`src/hdl/spq_pkg.sv`:
```
// shared types, constants and codes for the segment proximity query block
package spq_pkg;

  localparam int CW        = 16;
  localparam int OUT_W     = 24;
  localparam int DIST_W    = 10;
  localparam int DX_W      = CW + 1;
  localparam int PROD_W    = 2 * DX_W;
  localparam int FRAC_W    = 8;
  localparam int DIVN_W    = PROD_W + FRAC_W;
  localparam int EVAL_LAT  = 5;
  localparam int MAX_SEG_DEF = 64;

  localparam logic [DIST_W-1:0] LAND_RST = DIST_W'(50);
  localparam logic [DIST_W-1:0] MOVE_RST = DIST_W'(10);

  localparam logic [1:0] FUNC_CLEAR  = 2'd0;
  localparam logic [1:0] FUNC_APPEND = 2'd1;
  localparam logic [1:0] FUNC_QUERY  = 2'd2;

  localparam logic [1:0] MODE_LAND = 2'd0;
  localparam logic [1:0] MODE_MOVE = 2'd1;
  localparam logic [1:0] MODE_DASH = 2'd2;

  localparam logic REG_LAND = 1'b0;
  localparam logic REG_MOVE = 1'b1;

  typedef struct packed {
    logic [1:0]           func;
    logic [1:0]           mode;
    logic signed [CW-1:0] query_x;
    logic signed [CW-1:0] query_y;
    logic signed [CW-1:0] left_x;
    logic signed [CW-1:0] left_y;
    logic signed [CW-1:0] right_x;
    logic signed [CW-1:0] right_y;
    logic                 solid_option;
  } in_t;

  typedef struct packed {
    logic                    hit;
    logic signed [OUT_W-1:0] surface_y;
    logic                    table_full;
  } out_t;

  typedef struct packed {
    logic signed [CW-1:0] lx;
    logic signed [CW-1:0] ly;
    logic signed [CW-1:0] rx;
    logic signed [CW-1:0] ry;
    logic                 solid;
  } seg_t;

  typedef struct packed {
    logic                     pass;
    logic                     solid;
    logic signed [CW-1:0]     ly;
    logic signed [PROD_W-1:0] num;
    logic [CW-1:0]            dx;
  } match_t;

endpackage

```
`src/hdl/spq_div.sv`:
```
// restoring divider, one quotient bit per cycle
module spq_div (
  input  logic                            clk_i,
  input  logic                            rst_ni,
  input  logic                            start_i,
  input  logic [spq_pkg::DIVN_W-1:0]      num_i,
  input  logic [spq_pkg::CW-1:0]          den_i,
  output logic                            busy_o,
  output logic                            done_o,
  output logic [spq_pkg::DIVN_W-1:0]      quo_o,
  output logic                            rem_nz_o
);

  localparam int N  = spq_pkg::DIVN_W;
  localparam int DN = spq_pkg::CW;
  localparam int CN = $clog2(N + 1);

  logic [N-1:0]  quo_q;
  logic [DN-1:0] rem_q, den_q;
  logic [CN-1:0] cnt_q;
  logic          busy_q, done_q;
  logic [DN:0]   t_d;
  logic          ge_d;

  assign t_d  = {rem_q, quo_q[N-1]};
  assign ge_d = (t_d >= {1'b0, den_q});

  always_ff @(posedge clk_i or negedge rst_ni) begin
    if (!rst_ni) begin
      busy_q <= 1'b0;
      done_q <= 1'b0;
      cnt_q  <= '0;
    end else begin
      done_q <= 1'b0;
      if (start_i) begin
        busy_q <= 1'b1;
        cnt_q  <= '0;
      end else if (busy_q) begin
        cnt_q <= cnt_q + 1'b1;
        if (cnt_q == CN'(N - 1)) begin
          busy_q <= 1'b0;
          done_q <= 1'b1;
        end
      end
    end
  end

  always_ff @(posedge clk_i) begin
    if (start_i) begin
      quo_q <= num_i;
      rem_q <= '0;
      den_q <= den_i;
    end else if (busy_q) begin
      quo_q <= {quo_q[N-2:0], ge_d};
      rem_q <= ge_d ? DN'(t_d - {1'b0, den_q}) : t_d[DN-1:0];
    end
  end

  assign busy_o   = busy_q;
  assign done_o   = done_q;
  assign quo_o    = quo_q;
  assign rem_nz_o = (rem_q != '0);

endmodule

```
`config.mk`:
```
export PLATFORM = sky130hd
export DESIGN_NAME = spq_div
export DESIGN_NICKNAME = d
export VERILOG_FILES = /design/src/hdl/spq_pkg.sv /design/src/hdl/spq_div.sv
export SDC_FILE = /design/constraint.sdc
export NUM_CORES = 1
export LEC_CHECK = 0
export BUFFER_PORTS_ARGS = -buffer_cell sky130_fd_sc_hd__clkbuf_2
export CAP_MARGIN = 5
export CORE_ASPECT_RATIO = 0.8
export CORE_MARGIN = 5
export CORE_UTILIZATION = 54
export DETAILED_ROUTE_END_ITERATION = 8
export MAX_ROUTING_LAYER = met4
export PLACE_DENSITY = 0.82
export SLEW_MARGIN = 30
export SYNTH_ARGS = -nofsm -noshare
export SYNTH_HDL_FRONTEND = slang
export SYNTH_SLANG_ARGS = --single-unit
```
`constraint.sdc`:
```
create_clock -name clk_i -period 6.3 [get_ports clk_i]
set_input_delay 1.575 -clock clk_i [delete_from_list [all_inputs] [get_ports clk_i]]
set_output_delay 1.575 -clock clk_i [all_outputs]
set_load 0.1 [all_outputs]
```
== Yosys cells after proc, flatten, opt, wreduce, memory -nomap -nowiden ==
Cells that the tools add are included.

* Word-level logic and storage cells: 23
* Bits of input ports: 61
* Register bits after elaboration: 82
* Output and inout bits: 45

* Multiplexer cells: 11
* Order comparisons: 1
* Add/sub/neg operators: 2
* Reductions and logical operators: 2
* Equal/unequal tests: 1

{| class="wikitable"
|+ Operators with widths
! kind !! count
|-
| $mux 42 || 2
|-
| $ge 17x16->1 || 1
|-
| $mux 16 || 1
|-
| $reduce_bool 16->1 || 1
|-
| $sub 16x16->16 || 1
|-
| $mux 6 || 2
|-
| $add 6x1->6 const B || 1
|-
| $eq 6x6->1 const B || 1
|-
| $mux 1 || 6
|-
| $reduce_bool 2->1 || 1
|}

== Logic depth before layout (Yosys ltp) ==
* Depth in word-level cells: 4
* Gate-level depth with buffers: 11
* Mapped depth without buffers: 10

== Worst setup path after synthesis ==
No wires, ideal clock.

* Kind: in2reg
* Start point: input port start_i
* End point: register quo_q[0], in the netlist quo_o[0] (enable)
* Library setup time: 0.396 ns
* Required time: 5.904 ns
* Arrival: 2.854 ns
* Path buffers: 1
* Cell stages on the path: 3
* Setup slack: 3.049 ns
* Path through: clkbuf_1 > nor2_1 > inv_1

* Longest elaborated chain between the ends: 1

{| class="wikitable"
|+ RTL lines
! item !! line !! RTL
|-
| from (decl) || spq_div.sv:5 || <nowiki>input logic start_i,</nowiki>
|-
| $reduce_bool 2->1 (no line) || n/a ||
|-
| to (signal assigned) || spq_div.sv:50 || <nowiki>quo_q <= num_i;</nowiki>
|-
| to (signal assigned) || spq_div.sv:54 || <nowiki>quo_q <= {quo_q[N-2:0], ge_d};</nowiki>
|-
| to (decl) || spq_div.sv:18 || <nowiki>logic [N-1:0] quo_q;</nowiki>
|}

No other way between the ends.
A chain may end at the register's enable or synchronous reset.

== Worst setup path in the final report ==
* Start point: register busy_q, in the netlist busy_o
* End point: output port busy_o

{| class="wikitable"
|+ RTL lines
! item !! line !! RTL
|-
| from (decl) || spq_div.sv:21 || <nowiki>logic busy_q, done_q;</nowiki>
|-
| from (signal assigned) || spq_div.sv:30 || <nowiki>busy_q <= 1'b0;</nowiki>
|-
| from (signal assigned) || spq_div.sv:36 || <nowiki>busy_q <= 1'b1;</nowiki>
|-
| from (signal assigned) || spq_div.sv:41 || <nowiki>busy_q <= 1'b0;</nowiki>
|-
| to (decl) || spq_div.sv:8 || <nowiki>output logic busy_o,</nowiki>
|}

No word-level cell between the ends.

==> impl_metrics.toml <==
[cts]
cts_max_path_buffers = 2
numClockSinks = 82
worstSkewPairLatency_ps = 360
post-cts-setup-buffers = 0
cts_tree = "done"
clockRootBuffer = "clkbuf_8"
cts_buffers = 9
hold_buffers = 0
ctsHtreeMaxLevel = 3
clk_pin_slew_ps = 80
ctsResizeCount = 0

[drt]
vias = 3198
drtIter0Drc = 280
antenna_left = 0
first_pass_iters = 5
wl_per_cell_um = 17.3
finalWirelength_um = 9800
drc = 0
vias_per_cell = 5.64

[power]
leakagePower_nw = 2.24
ir_drop_mv = 0.546
p_total_mw = 2.10
power.density_mw_per_mm2 = 418

[global_route]
grt_pass1_wl_um = 15900
grt_usage_pct = 22.0
gr-total-overflow = 0
grt_pass1_vias = 3232
antenna_found_initial = 0
grt_max_degree = 44

[logic_synthesis]
synth_area_leader_cell = "edfxtp_1"
synth_cell_types = 51
syn_nets = 433
async_flop_share_pct = 9.76
synthTopCellsByArea = "edfxtp_1 (41%), mux2_2 (11%), dfxtp_1 (7.5%), ha_1 (5.3%), dfrtp_1 (4.7%)"
syn_avg_cell_area_sq_um = 12.0
ys_seq_area_share_pct = 53.3
synthCells = 353
yosysMostFrequentCell = "edfxtp_1"
synth_ff_type = "edfxtp_1"
synth_top_area_share_pct = 41.0
synth_edf_count = 58
synthTopCellsByCount = "edfxtp_1 (58), mux2_2 (42), nor2_1 (28), inv_1 (21), nand2_1 (19)"
synth_seq_cells = 82
synth.cell_area_sq_mm = 0.00425
ys_warn_count = 0

[setup_path]
crit_required_ps = 4720
worstSetupEndpointType = "output pin"
crit_family = "flip-flops"
cp-start-kind = "register"
path_class = "register to output pin"
max_stage_delay_ps = 950
crit_chain = "clkbuf_2"
cp_max_fo = 29
cp_data_arrival_time_ps = 1890
crit_buf_inv = 1
cp_slowest_cell = "dfrtp_1"

[finish]
diodes = 0
multi_input_area_sq_mm = 0.00182
fin_util_pct = 66.6
stdcell_count = 567
ff_latch_area_sq_mm = 0.00226
n_fill_cell = 580
drive_gt1_share_pct = 37.2
finalNetCount = 537
final_area_sq_mm = 0.00502
area_delta_synth_final_pct = 18.2

[floorplan]
core_sq_mm = 0.00753
row_count = 28
start_util_pct = 56.4
dieArea_sq_mm = 0.00975
ios = 106
die_x_um = 109
fp.dieH_um = 89.3

[timing]
fmaxAchievable_ghz = 0.288
period_needed_ps = 3470
finalWorstSetupSlack_ps = 2830
drv_slew = 0
holdWs_ps = 506
tightest_slew_ps = 915
period_share_pct = 55.0
hold_viol = 0
relSlewSlack_pct = 39.0
rsz0062_at_grt = "no"
fin_tns_setup_ps = 0
setup_viol = 0
skew_ps = 11.8

[placed_design]
place_inst = 551
dp_hpwl_um = 7010
dpl-instance-area_sq_mm = 0.00484
dp_slack_ps = 2840
gp_congestion = 0.999
numPortBuffers = 105

[outcome]
status = "finished clean"

[run]
cap_violations = 0

[min_path]
worstHoldPathType = "register to register"
## worst min-delay path: cells and delay by family (launching register included)
kind             cells  cell delay, ps
flip-flops           1             340
AND/OR/NAND/NOR      1              60
AO/OA/AOI/OAI        1              60
## where the power goes
| group | leakage (nW) | internal, mW | switching (mW) | total (mW) |
|---|---|---|---|---|
| registers | 0.837 | 0.666 | 0.0700 | 0.736 |
| logic | 1.31 | 0.292 | 0.712 | 1.00 |
| clock network | 0.0925 | 0.150 | 0.206 | 0.356 |
## final timing paths
check | from | to | slack [ps] | cells after the start
worst max-delay path | busy_o | busy_o | 2830 | 1
worst min-delay path | rem_q[15] | rem_q[15] | 510 | 2
worst max register to register | den_q[1] | rem_q[7] | 3290 | 9
worst min register to register | rem_q[15] | rem_q[15] | 510 | 2
max in group asynchronous | rst_ni | cnt_q[2] | 5070 | 1
min in group asynchronous | rst_ni | done_o | 1050 | 1
## kinds of logic after synthesis
kind of cell	synth area share, %
AO/OA/AOI/OAI	10.2
adder cells (fa/ha/maj)	5.78
flip-flops	53.3
AND/OR/NAND/NOR	10.1
multiplexers	13.7
XOR/XNOR	3.09
buffers and inverters	3.77
## per-layer routing
| metal | wire (um) | global-route usage, % |
|---|---|---|
| met1 | 4340 | 28.4 |
| met2 | 4600 | 34.3 |
| met3 | 752 | 6.28 |
| met4 | 106 | 5.73 |
| met5 | 0 | - |
## state kept, by name, indices dropped and copies added, names as in the netlist
register,cells
quo_o,42
busy_o,1
cnt_q,6
done_o,1
den_q,16
rem_q,16
## cells in the final DEF (no fill, tap or decap), drive strengths merged, types with 7 or more instances in the layout
cell type and n:
o21ai 16, inv 25, nand3 9, a21oi 14, edfxtp 58, ha 18, dfrtp 8, nand4 7
mux2i 11, mux2 42, dfxtp 16, nor2 28, nand2 19, xor2 10, clkbuf 113, nor4 7
a211oi 8
## cell type report
cell class | count | share of cell area [%]
well taps | 105 | 2.62
inverters | 21 | 1.57
clock buffers | 9 | 2.47
multi-input cells | 236 | 36.3
flip-flops and latches | 82 | 45.1
clock inverters | 7 | 1.17
repair buffers | 107 | 10.8
Note: power is estimated with default switching activity, not from simulation.
