File: config.mk
export PLATFORM = sky130hd
export DESIGN_NAME = spq_cell
export DESIGN_NICKNAME = d
export VERILOG_FILES = /design/src/hdl/spq_pkg.sv /design/src/hdl/spq_cell.sv
export SDC_FILE = /design/constraint.sdc
export NUM_CORES = 1
export LEC_CHECK = 0
export ABC_AREA = 1
export BUFFER_PORTS_ARGS = -buffer_cell sky130_fd_sc_hd__buf_2
export CORE_UTILIZATION = 25
export CTS_CLUSTER_DIAMETER = 120
export DETAILED_ROUTE_END_ITERATION = 6
export GPL_ROUTABILITY_DRIVEN = 0
export SYNTH_ARGS = -nofsm -noshare
export SYNTH_HDL_FRONTEND = slang
export SYNTH_SLANG_ARGS = --single-unit
export TNS_END_PERCENT = 30
File: constraint.sdc
create_clock -name clk_i -period 1.45 [get_ports clk_i]
set_input_delay 0.145 -clock clk_i [delete_from_list [all_inputs] [get_ports clk_i]]
set_output_delay 0.145 -clock clk_i [all_outputs]
set_load 0.02 [all_outputs]
File: src/hdl/spq_pkg.sv
// shared types, constants and codes for the segment proximity query block
package spq_pkg;

  localparam int CW        = 16;
  localparam int OUT_W     = 24;
  localparam int DIST_W    = 10;
  localparam int DX_W      = CW + 1;
  localparam int PROD_W    = 2 * DX_W;
  localparam int FRAC_W    = 8;
  localparam int DIVN_W    = PROD_W + FRAC_W;
  localparam int EVAL_LAT  = 5;
  localparam int MAX_SEG_DEF = 64;

  localparam logic [DIST_W-1:0] LAND_RST = DIST_W'(50);
  localparam logic [DIST_W-1:0] MOVE_RST = DIST_W'(10);

  localparam logic [1:0] FUNC_CLEAR  = 2'd0;
  localparam logic [1:0] FUNC_APPEND = 2'd1;
  localparam logic [1:0] FUNC_QUERY  = 2'd2;

  localparam logic [1:0] MODE_LAND = 2'd0;
  localparam logic [1:0] MODE_MOVE = 2'd1;
  localparam logic [1:0] MODE_DASH = 2'd2;

  localparam logic REG_LAND = 1'b0;
  localparam logic REG_MOVE = 1'b1;

  typedef struct packed {
    logic [1:0]           func;
    logic [1:0]           mode;
    logic signed [CW-1:0] query_x;
    logic signed [CW-1:0] query_y;
    logic signed [CW-1:0] left_x;
    logic signed [CW-1:0] left_y;
    logic signed [CW-1:0] right_x;
    logic signed [CW-1:0] right_y;
    logic                 solid_option;
  } in_t;

  typedef struct packed {
    logic                    hit;
    logic signed [OUT_W-1:0] surface_y;
    logic                    table_full;
  } out_t;

  typedef struct packed {
    logic signed [CW-1:0] lx;
    logic signed [CW-1:0] ly;
    logic signed [CW-1:0] rx;
    logic signed [CW-1:0] ry;
    logic                 solid;
  } seg_t;

  typedef struct packed {
    logic                     pass;
    logic                     solid;
    logic signed [CW-1:0]     ly;
    logic signed [PROD_W-1:0] num;
    logic [CW-1:0]            dx;
  } match_t;

endpackage

File: src/hdl/spq_cell.sv
// one table cell of the segment ring
module spq_cell (
  input  logic          clk_i,
  input  logic          shift_en_i,
  input  logic          load_en_i,
  input  spq_pkg::seg_t shift_in_i,
  input  spq_pkg::seg_t load_i,
  output spq_pkg::seg_t seg_o
);

  spq_pkg::seg_t seg_q;

  always_ff @(posedge clk_i) begin
    if (load_en_i) begin
      seg_q <= load_i;
    end else if (shift_en_i) begin
      seg_q <= shift_in_i;
    end
  end

  assign seg_o = seg_q;

endmodule

* After elaboration in Yosys (flattened, before gate mapping) *
Cells that the tools add are included.

storage, ports and cells
  register bits = 65
  output and inout bits = 65
  word-level logic and storage cells = 8

operators by class
  multiplexer cells = 2
  reduce and logical (&&, ||, !) cells = 1

operator list
  cell                count
  $mux W65            2
  $reduce_bool A2 Y1  1

* Depth between registers and ports, before layout *
Gate-level depths: netlist of run 1.

  word-level depth = 2
  gate-level depth with buffers = 5
  gate-level depth less buffers = 3

* Worst setup path after synthesis of run 1 *
Ideal clock, no wire load.

  path type = in2reg
  start = input load_en_i
  end = register seg_q (netlist bit seg_o[0]), enable pin
  library setup time = 0.395 ns
  data arrival time = 1.130 ns
  data required time = 1.055 ns
  setup slack = -0.075 ns
  stages on the path = 2
  cell sequence = buf_4 or2_2

between the ends
  word-level cells in the longest chain between the ends = 1

RTL lines
  what                                 RTL line        RTL
  start, declared                      spq_cell.sv:5   input logic load_en_i,
  $reduce_bool A2 Y1 (no source line)  --
  end signal, assigned                 spq_cell.sv:15  seg_q <= load_i;
  end signal, assigned                 spq_cell.sv:17  seg_q <= shift_in_i;
  end, declared                        spq_cell.sv:11  spq_pkg::seg_t seg_q;

Every way passes these cells.
A chain may end at the register's enable or synchronous reset.

* Final worst setup path of run 1 *
  start = input load_en_i
  end = register seg_q (netlist bit seg_o[22]), enable pin

Same word-level chain as after synthesis.

==> flow_summary_export.csv, run 1 <==
group,metric,value,unit
clock_network,cts_sinks,65,
timing,drv_slew,0,
timing,final-hold-violation-count,0,
logic_synthesis,synth_top_cell_by_area,"edfxtp_1",
drt,drt-initial-drc-count,65,
timing,fin_crit,1.05,ns
logic_synthesis,synth_top_area_frac,0.700,
timing,setup_viol,0,
logic_synthesis,ys_ff_latch,65,
final_layout,largest_register_ff_count,65,
logic_synthesis,syn-num-nets,409,
pwr,ir_worst_vdd,0.292,mV
placement,dp_hpwl,5340,um
floorplan,start_util,0.257,
grt,overflow,0,
critical_path,worst_setup_path_start_kind,"primary input",
floorplan,die_area,0.0116,mm2
clock_network,post_cts_resized,0,
clock_network,cts_setup_buffers,0,
clock_network,cts_max_level,3,
critical_path,critPathTopFamily,"simple AND/OR/NAND/NOR gates",
timing,fmax,952,MHz
logic_synthesis,synth_edf_count,65,
timing,finalSetupTns,0,ns
logic_synthesis,synth_flop_cell,"edfxtp_1",
run_status,status,"complete, no violations",
logic_synthesis,avgSynthCellArea,10.1,um2
grt,grt_pass1_wl,11100,um
critical_path,cp.required,1.41,ns
floorplan,pin_count,198,
timing,grt_setup_unrepaired,"false",
clock_network,ctsRootBufferMaster,"clkbuf_8",
logic_synthesis,synthArstFlopShare,0,
logic_synthesis,ys_types,6,
placement,io_buffers,197,
final_layout,diodes,0,
grt,grt_pass1_vias,2418,
timing,timing.final.crit_share,0.725,
timing,worstMarginPinSlew,0.869,ns
critical_path,cp_max_fo,65,
pwr,finalPower,4.49,mW
drt,vias_per_cell,4.02,
drt,via_count,2478,
grt,grt_use_total,0.129,
logic_synthesis,seq_area_frac_synth,0.700,
critical_path,worstSetupEndpointType,"register",
floorplan,fp.coreArea,0.0108,mm2
floorplan,rows,38,
hold_path,worstHoldPathType,"primary input to register",
logic_synthesis,yosys_warnings,0,
logic_synthesis,yosysMostFrequentCell,"nand2_1",
logic_synthesis,synth_cells,276,
drt,wire_per_inst,11.7,um
critical_path,critPathKind,"primary input to register",
critical_path,cpMaxStageDelayCell,"or2_4",
drt,first_pass_iters,4,
pwr,power.leakage,2.13,nW
critical_path,cpPeakStageDelay,0.69,ns
grt,antenna_found_initial,0,
final_layout,final_area,0.00404,mm2
final_layout,nets,606,
drt,routed_wl,7230,um
critical_path,critPathBufInv,1,
clock_network,clkTransAtPathRegs,0.07,ns
placement,place_area,0.00389,mm2
clock_network,hold_buffers,0,
logic_synthesis,yosys-top-cells-count,"nand2_1, edfxtp_1, buf_4",
clock_network,cts_max_path_buffers,2,
pwr,p_per_area,1110,mW/mm2
final_layout,drive_gt1_frac,0.452,
floorplan,die_y,108,um
final_layout,syn_to_final_growth,45.0,%
critical_path,crit_chain,"buf_2 > or2_4",
drt,ant_nets,0,
clock_network,cts_tree,"yes",
timing,relSlewSlack,0.421,
logic_synthesis,synthTopCellsByArea,"edfxtp_1, nand2_1, buf_4, buf_2, or2_2",
drt,drc,0,
clock_network,numCtsBuffers,9,
flow_run,cap_violations,0,
logic_synthesis,synth_area,0.00279,mm2
critical_path,cp_data_arrival_time,1.01,ns
floorplan,fp.dieW,108,um
grt,grt_max_degree,66,
## cells by family (layout without fill, tap and decap cells)
logic type,count (synthesis),in the layout,share of synthesized area
buffers and inverters,15,215,0.0354
DFF,65,65,0.700
and+or+nand+nor,196,196,0.265
## cell type report
cell class	count	area, um2
Tap cell	140	175
Clock inverter	4	22.5
Sequential cell	65	1950
Inverter	1	3.75
Multi-Input combinational cell	196	741
Fill cell	1127	6800
Timing Repair Buffer	200	1020
Clock buffer	10	128
## routing by layer
layer | vias up | routed length (um) | track usage
li1 | 1276 | - | -
met1 | 1057 | 3160 | 0.152
met2 | 135 | 3290 | 0.211
met3 | 10 | 643 | 0.0430
met4 | 0 | 140 | 0.0656
met5 | - | 0 | 0
## final timing paths
| check | endpoint | cells after the start | slack (ns) | from |
|---|---|---|---|---|
| setup / recovery | seg_o[22] | 2 | 0.40 | load_en_i |
| hold / removal | seg_o[60] | 3 | 0.08 | shift_in_i[60] |
## report_power, final
group	switching, mW	leakage, nW	internal, mW
logic	0.562	1.38	0.329
registers	0.0514	0.669	2.31
clock network	0.644	0.0778	0.592
total	1.26	2.13	3.23
## cells in the final DEF, fill, tap and decap left out, drive strengths merged
master and count:
clkinvlp 1, nand2 195, clkbuf 10, inv 1, buf 200, edfxtp 65, or2 1, clkinv 3
## metrics by stage
stage	cells	setup WS (ns)	hold slack [ns]	utilization
2_1_floorplan	276	0.242	0.324	-
3_3_place_gp	602	0.0298	0.412	0.359
3_5_place_dp	602	0.00971	0.413	0.359
4_1_cts	616	0.365	0.0527	0.373
5_1_grt	616	0.292	0.0601	0.373
6_report	616	0.399	0.0770	0.373
No activity file was read; power rests on OpenSTA's default activity.
==> run 2, diff against run 1 <==
clock period = 1 ns   (was 1.45 ns; I/O delays follow)
==> run 2 against run 1 <==
First-iteration DRC count is 9.2% lower; cell count is 1.1% higher; combinational power is 56% higher; clock power is 47% higher; the flow now finishes with violations (setup timing); critical endpoint is now seg_o[62]; via count is 0.89% higher.
==> flow_summary_export.csv, run 2 (synthesis gave the netlist of run 1 again) <==
group,metric,value,unit
critical_path,critPathBufInv,1,
placement,post-place-cells,607,
pwr,p_sw_frac,0.277,
final_layout,drive_gt1_frac,0.455,
clock_network,cts_sinks,65,
pwr,p_per_area,1580,mW/mm2
clock_network,cts_max_level,3,
pwr,finalPower,6.64,mW
timing,whs,0.0289,ns
grt,antenna_found_initial,0,
timing,worstMarginPinSlew,0.291,ns
drt,routed_wl,7250,um
placement,io_buffers,197,
critical_path,critPathKind,"register to primary output",
timing,fin_crit,1.01,ns
clock_network,cts_tree,"yes",
critical_path,worst_setup_path_start_kind,"register",
grt,overflow,0,
pwr,power.leakage,2.20,nW
final_layout,diodes,0,
final_layout,nets,611,
final_layout,syn_to_final_growth,50.7,%
timing,setup_viol,2,
timing,final-hold-violation-count,0,
final_layout,final_area,0.00420,mm2
placement,place_area,0.00398,mm2
timing,finalSetupTns,-0.0137,ns
run_status,status,"finished with violations",
critical_path,crit_chain,"buf_6",
final_layout,largest_register_ff_count,65,
floorplan,rows,38,
pwr,switchingPower,1.84,mW
hold_path,worstHoldPathType,"primary input to register",
pwr,internal-power,4.80,mW
floorplan,fp.coreArea,0.0108,mm2
timing,fmax,987,MHz
critical_path,critPathTopFamily,"flip-flops",
critical_path,cp_max_fo,1,
critical_path,worstSetupEndpointType,"primary output",
floorplan,pin_count,198,
placement,dp_hpwl,5570,um
floorplan,start_util,0.257,
timing,setup_ws,-0.0132,ns
clock_network,hold_buffers,0,
grt,grt_use_total,0.121,
grt,grt_max_degree,37,
clock_network,ctsRootBufferMaster,"clkbuf_8",
drt,first_pass_iters,4,
clock_network,numCtsBuffers,9,
drt,ant_nets,0,
critical_path,cpPeakStageDelay,0.42,ns
floorplan,fp.dieW,108,um
final_layout,final_common_cell,"nand2_1",
drt,drc,0,
floorplan,die_area,0.0116,mm2
placement,dp_slack,0.0307,ns
final_layout,final_cell_mix,"nand2_1, buf_2, edfxtp_1",
pwr,ir_worst_vdd,0.548,mV
clock_network,cts_max_path_buffers,2,
drt,drt-initial-drc-count,59,
final_layout,stdcell_count,623,
timing,relSlewSlack,0.806,
critical_path,cpMaxStageDelayCell,"edfxtp_1",
final_layout,post-route-util,0.388,
grt,grt_pass1_wl,10300,um
flow_run,cap_violations,0,
timing,grt_setup_unrepaired,"true",
drt,wire_per_inst,11.6,um
pwr,comb_power_share,0.209,
clock_network,clkTransAtPathRegs,0.07,ns
pwr,pwr-share-clk,0.274,
floorplan,die_y,108,um
critical_path,cp.required,0.90,ns
timing,drv_slew,0,
pwr,pwr-share-seq,0.517,
run_status,violations,"setup timing",
critical_path,cp_data_arrival_time,0.91,ns
drt,via_count,2500,
timing,timing.final.crit_share,1.01,
drt,vias_per_cell,4.01,
grt,grt_pass1_vias,2198,
[run 2: cell types whose count changed in the layout (fill, tap and decap cells not counted)]
cell | before | now
buf_12 | 1 | 5
buf_6 | 0 | 11
buf_4 | 2 | 3
clkbuf_1 | 1 | 3
clkinv_2 | 3 | 4
buf_2 | 197 | 186
clkinvlp_4 | 1 | 0
[run 2: path summary, 6_finish.rpt]
check / cells after the start / slack, ns / startpoint / end
worst min-delay path: 3 / 0.03 / shift_in_i[15] / seg_o[15]
worst max-delay path: 1 / -0.01 / seg_o[62] / seg_o[62]
[run 2: power by group through the flow]
| stage | combinational, mW | sequential (mW) | clock [mW] |
|---|---|---|---|
| final | 1.39 | 3.43 | 1.82 |
| after detailed placement | 1.35 | 3.48 | 0 |
| after global placement | 1.34 | 3.48 | 0 |
| after CTS | 1.37 | 3.43 | 1.93 |
| after floorplan | 0.302 | 3.88 | 0 |
| after global routing | 1.51 | 3.46 | 2.01 |
[run 2: what timing repair did]
action,CTS,global route
pin swaps,0,0
resized for setup,7,15
setup endpoints to repair,20,45
buffers inserted,0,0
[run 2: layout make-up]
cell class              count  area [um2]
multi-input cells         196         741
clock buffers              12         135
inverters                   1        3.75
flip-flops and latches     65        1950
repair buffers            205        1180
well taps                 140         175
clock inverters             4        20.0
fillers                  1082        6640
[run 2: layer usage]
layer	share of wire	GRT usage
met5	0	0
met2	0.47	0.202
met4	0.025	0.0724
met3	0.10	0.0472
met1	0.41	0.130
==> run 3, diff against run 2 <==
ABC_AREA = unset   (was 1)
==> run 3 against run 2 <==
The run now ends clean; critical path depth is the same; utilization increased by 1.1 points; via count fell by 19%; largest cell class unchanged; synthesized area rose by 4.1%; maximum frequency increased by 3.5%.
==> flow_summary_export.csv, run 3 <==
group,metric,value,unit
clock_network,clkTransAtPathRegs,0.05,ns
floorplan,pin_count,198,
logic_synthesis,yosys-top-cells-count,"edfxtp_1, mux2_4, mux2_2",
timing,fin_crit,0.979,ns
timing,drv_slew,0,
logic_synthesis,syn-num-nets,271,
final_layout,final_common_cell,"buf_2",
final_layout,stdcell_count,494,
drt,wire_per_inst,13.1,um
grt,antenna_found_initial,0,
final_layout,multi_input_area,887,um2
timing,worstMarginPinSlew,0.176,ns
drt,first_pass_iters,4,
logic_synthesis,synth_area,0.00290,mm2
critical_path,critPathKind,"register to primary output",
floorplan,fp.dieW,110,um
logic_synthesis,ys_types,6,
pwr,p_per_area,1760,mW/mm2
clock_network,cts_max_path_buffers,2,
critical_path,cpPeakStageDelay,0.41,ns
final_layout,syn_to_final_growth,52.1,%
timing,fmax,1020,MHz
pwr,comb_power_share,0.182,
clock_network,ctsRootBufferMaster,"clkbuf_16",
placement,dp_slack,-0.124,ns
drt,top_layer,"met4",
final_layout,drive_gt1_frac,0.805,
flow_run,cap_violations,0,
hold_path,hold_depth,2,
placement,io_buffers,197,
logic_synthesis,synth_cells,138,
floorplan,die_y,110,um
pwr,power.leakage,2.07,nW
grt,grt_use_total,0.108,
placement,place_area,0.00413,mm2
drt,drt-initial-drc-count,22,
pwr,finalPower,7.79,mW
drt,met2WireLength,3130,um
critical_path,worstSetupEndpointType,"primary output",
logic_synthesis,synth_edf_count,65,
logic_synthesis,synth_top_area_frac,0.672,
critical_path,critPathTopFamily,"flip-flops",
timing,final-hold-violation-count,0,
critical_path,cp_max_fo,1,
hold_path,worstHoldPathType,"primary input to register",
timing,grt_setup_unrepaired,"true",
clock_network,cts_max_level,3,
pwr,pwr-share-seq,0.439,
drt,ant_nets,0,
pwr,switchingPower,1.85,mW
grt,overflow,0,
pwr,p_sw_frac,0.237,
pwr,ir_worst_vdd,0.883,mV
logic_synthesis,avgSynthCellArea,21.0,um2
hold_path,holdPathEnd,"seg_o[43]",
final_layout,nets,482,
drt,dr_wl_met3,655,um
drt,met1_length,2570,um
clock_network,cts_sinks,65,
critical_path,worst_setup_path_start_kind,"register",
critical_path,crit_chain,"buf_6",
logic_synthesis,yosys_warnings,0,
drt,drc,0,
floorplan,die_area,0.0120,mm2
timing,setup_viol,0,
grt,grt_pass1_vias,1952,
drt,vias_per_cell,4.07,
timing,setup_ws,0.0208,ns
logic_synthesis,synthTopCellsByArea,"edfxtp_1, mux2_4, mux2_2, buf_6, buf_2",
critical_path,cpMaxStageDelayCell,"edfxtp_1",
clock_network,cts_setup_buffers,0,
placement,dp_hpwl,5070,um
final_layout,final_cell_mix,"buf_2, edfxtp_1, mux2_4",
final_layout,regArea,0.00195,mm2
floorplan,fp.coreArea,0.0111,mm2
grt,grt_max_degree,31,
critical_path,cp.required,0.90,ns
timing,relSlewSlack,0.883,
final_layout,final_area,0.00441,mm2
final_layout,fillCellCount,1040,
timing,whs,0.0774,ns
pwr,pwr-share-clk,0.379,
logic_synthesis,synth_top_cell_by_area,"edfxtp_1",
logic_synthesis,synth_flop_cell,"edfxtp_1",
critical_path,critPathBufInv,1,
final_layout,largest_register_ff_count,65,
drt,via_count,2013,
logic_synthesis,seq_area_frac_synth,0.672,
run_status,status,"complete, no violations",
drt,routed_wl,6460,um
timing,timing.final.crit_share,0.979,
clock_network,cts_tree,"yes",
hold_path,hold_start,"load_i[43]",
final_layout,diodes,0,
floorplan,rows,38,
floorplan,start_util,0.262,
pwr,internal-power,5.94,mW
clock_network,numCtsBuffers,9,
logic_synthesis,ys_ff_latch,65,
grt,grt_pass1_wl,9270,um
critical_path,cp_data_arrival_time,0.88,ns
logic_synthesis,synthArstFlopShare,0,
placement,post-place-cells,478,
logic_synthesis,yosysMostFrequentCell,"edfxtp_1",
## run 3: cell types whose count changed in the layout (fill, tap and decap cells not counted), sizes merged
cell / delta
nand2: -195
clkinv: -1
inv: -1
buf: +2
mux2: +65
bufinv: +1
## run 3: timing repair
item | 4_1_cts | 5_1_grt
hold buffers | 0 | 0
setup endpoints to repair | 1 | 4
gates resized for setup | 2 | 0
## run 3: worst max path at each step
stage                         start        end  slack (ns)  cells past startpoint
final                     seg_o[10]  seg_o[10]        0.02                      1
after CTS                 seg_o[10]  seg_o[10]      -0.005                      1
after global routing      seg_o[10]  seg_o[10]       -0.02                      1
after detailed placement  load_en_i   seg_o[1]       -0.12                      3
after floorplan           load_en_i   seg_o[0]       -0.27                      3
after global placement    load_en_i   seg_o[1]       -0.11                      3
## run 3: metrics by stage
| stage | util | setup TNS [ns] |
|---|---|---|
| 6_report | 0.398 | 0 |
| 5_1_grt | 0.398 | -0.0324 |
| 4_1_cts | 0.398 | -0.00542 |
| 3_5_place_dp | 0.373 | -7.21 |
| 3_3_place_gp | 0.373 | -6.53 |
| 2_1_floorplan | - | -17.64 |
## run 3: logic make-up after synthesis
family / count (synthesis) / share of synthesized area
multiplexers: 65 / 0.303
flip-flops: 65 / 0.672
buffers and inverters: 7 / 0.0228
AND/OR/NAND/NOR: 1 / 0.00216
## run 3: power by group through the flow
stage	clock [mW]	sequential, mW	combinational [mW]
2_1_floorplan	0	3.88	0.408
3_3_place_gp	0	3.47	1.42
3_5_place_dp	0	3.48	1.44
4_1_cts	3.05	3.42	1.44
5_1_grt	3.18	3.45	1.53
6_report	2.95	3.42	1.42
## run 3: final cells by class
class,count,share of cell area
clock buffer,12,0.0536
sequential,65,0.442
multi-input combinational,66,0.201
timing repair buffer,207,0.254
tap,140,0.0397
clock inverter,4,0.00992
## run 3: per-layer routing
metal  vias up  GRT usage
met2       135      0.180
li1        966          -
met5         -          0
met1       904      0.119
met4         0     0.0514
met3         8     0.0451
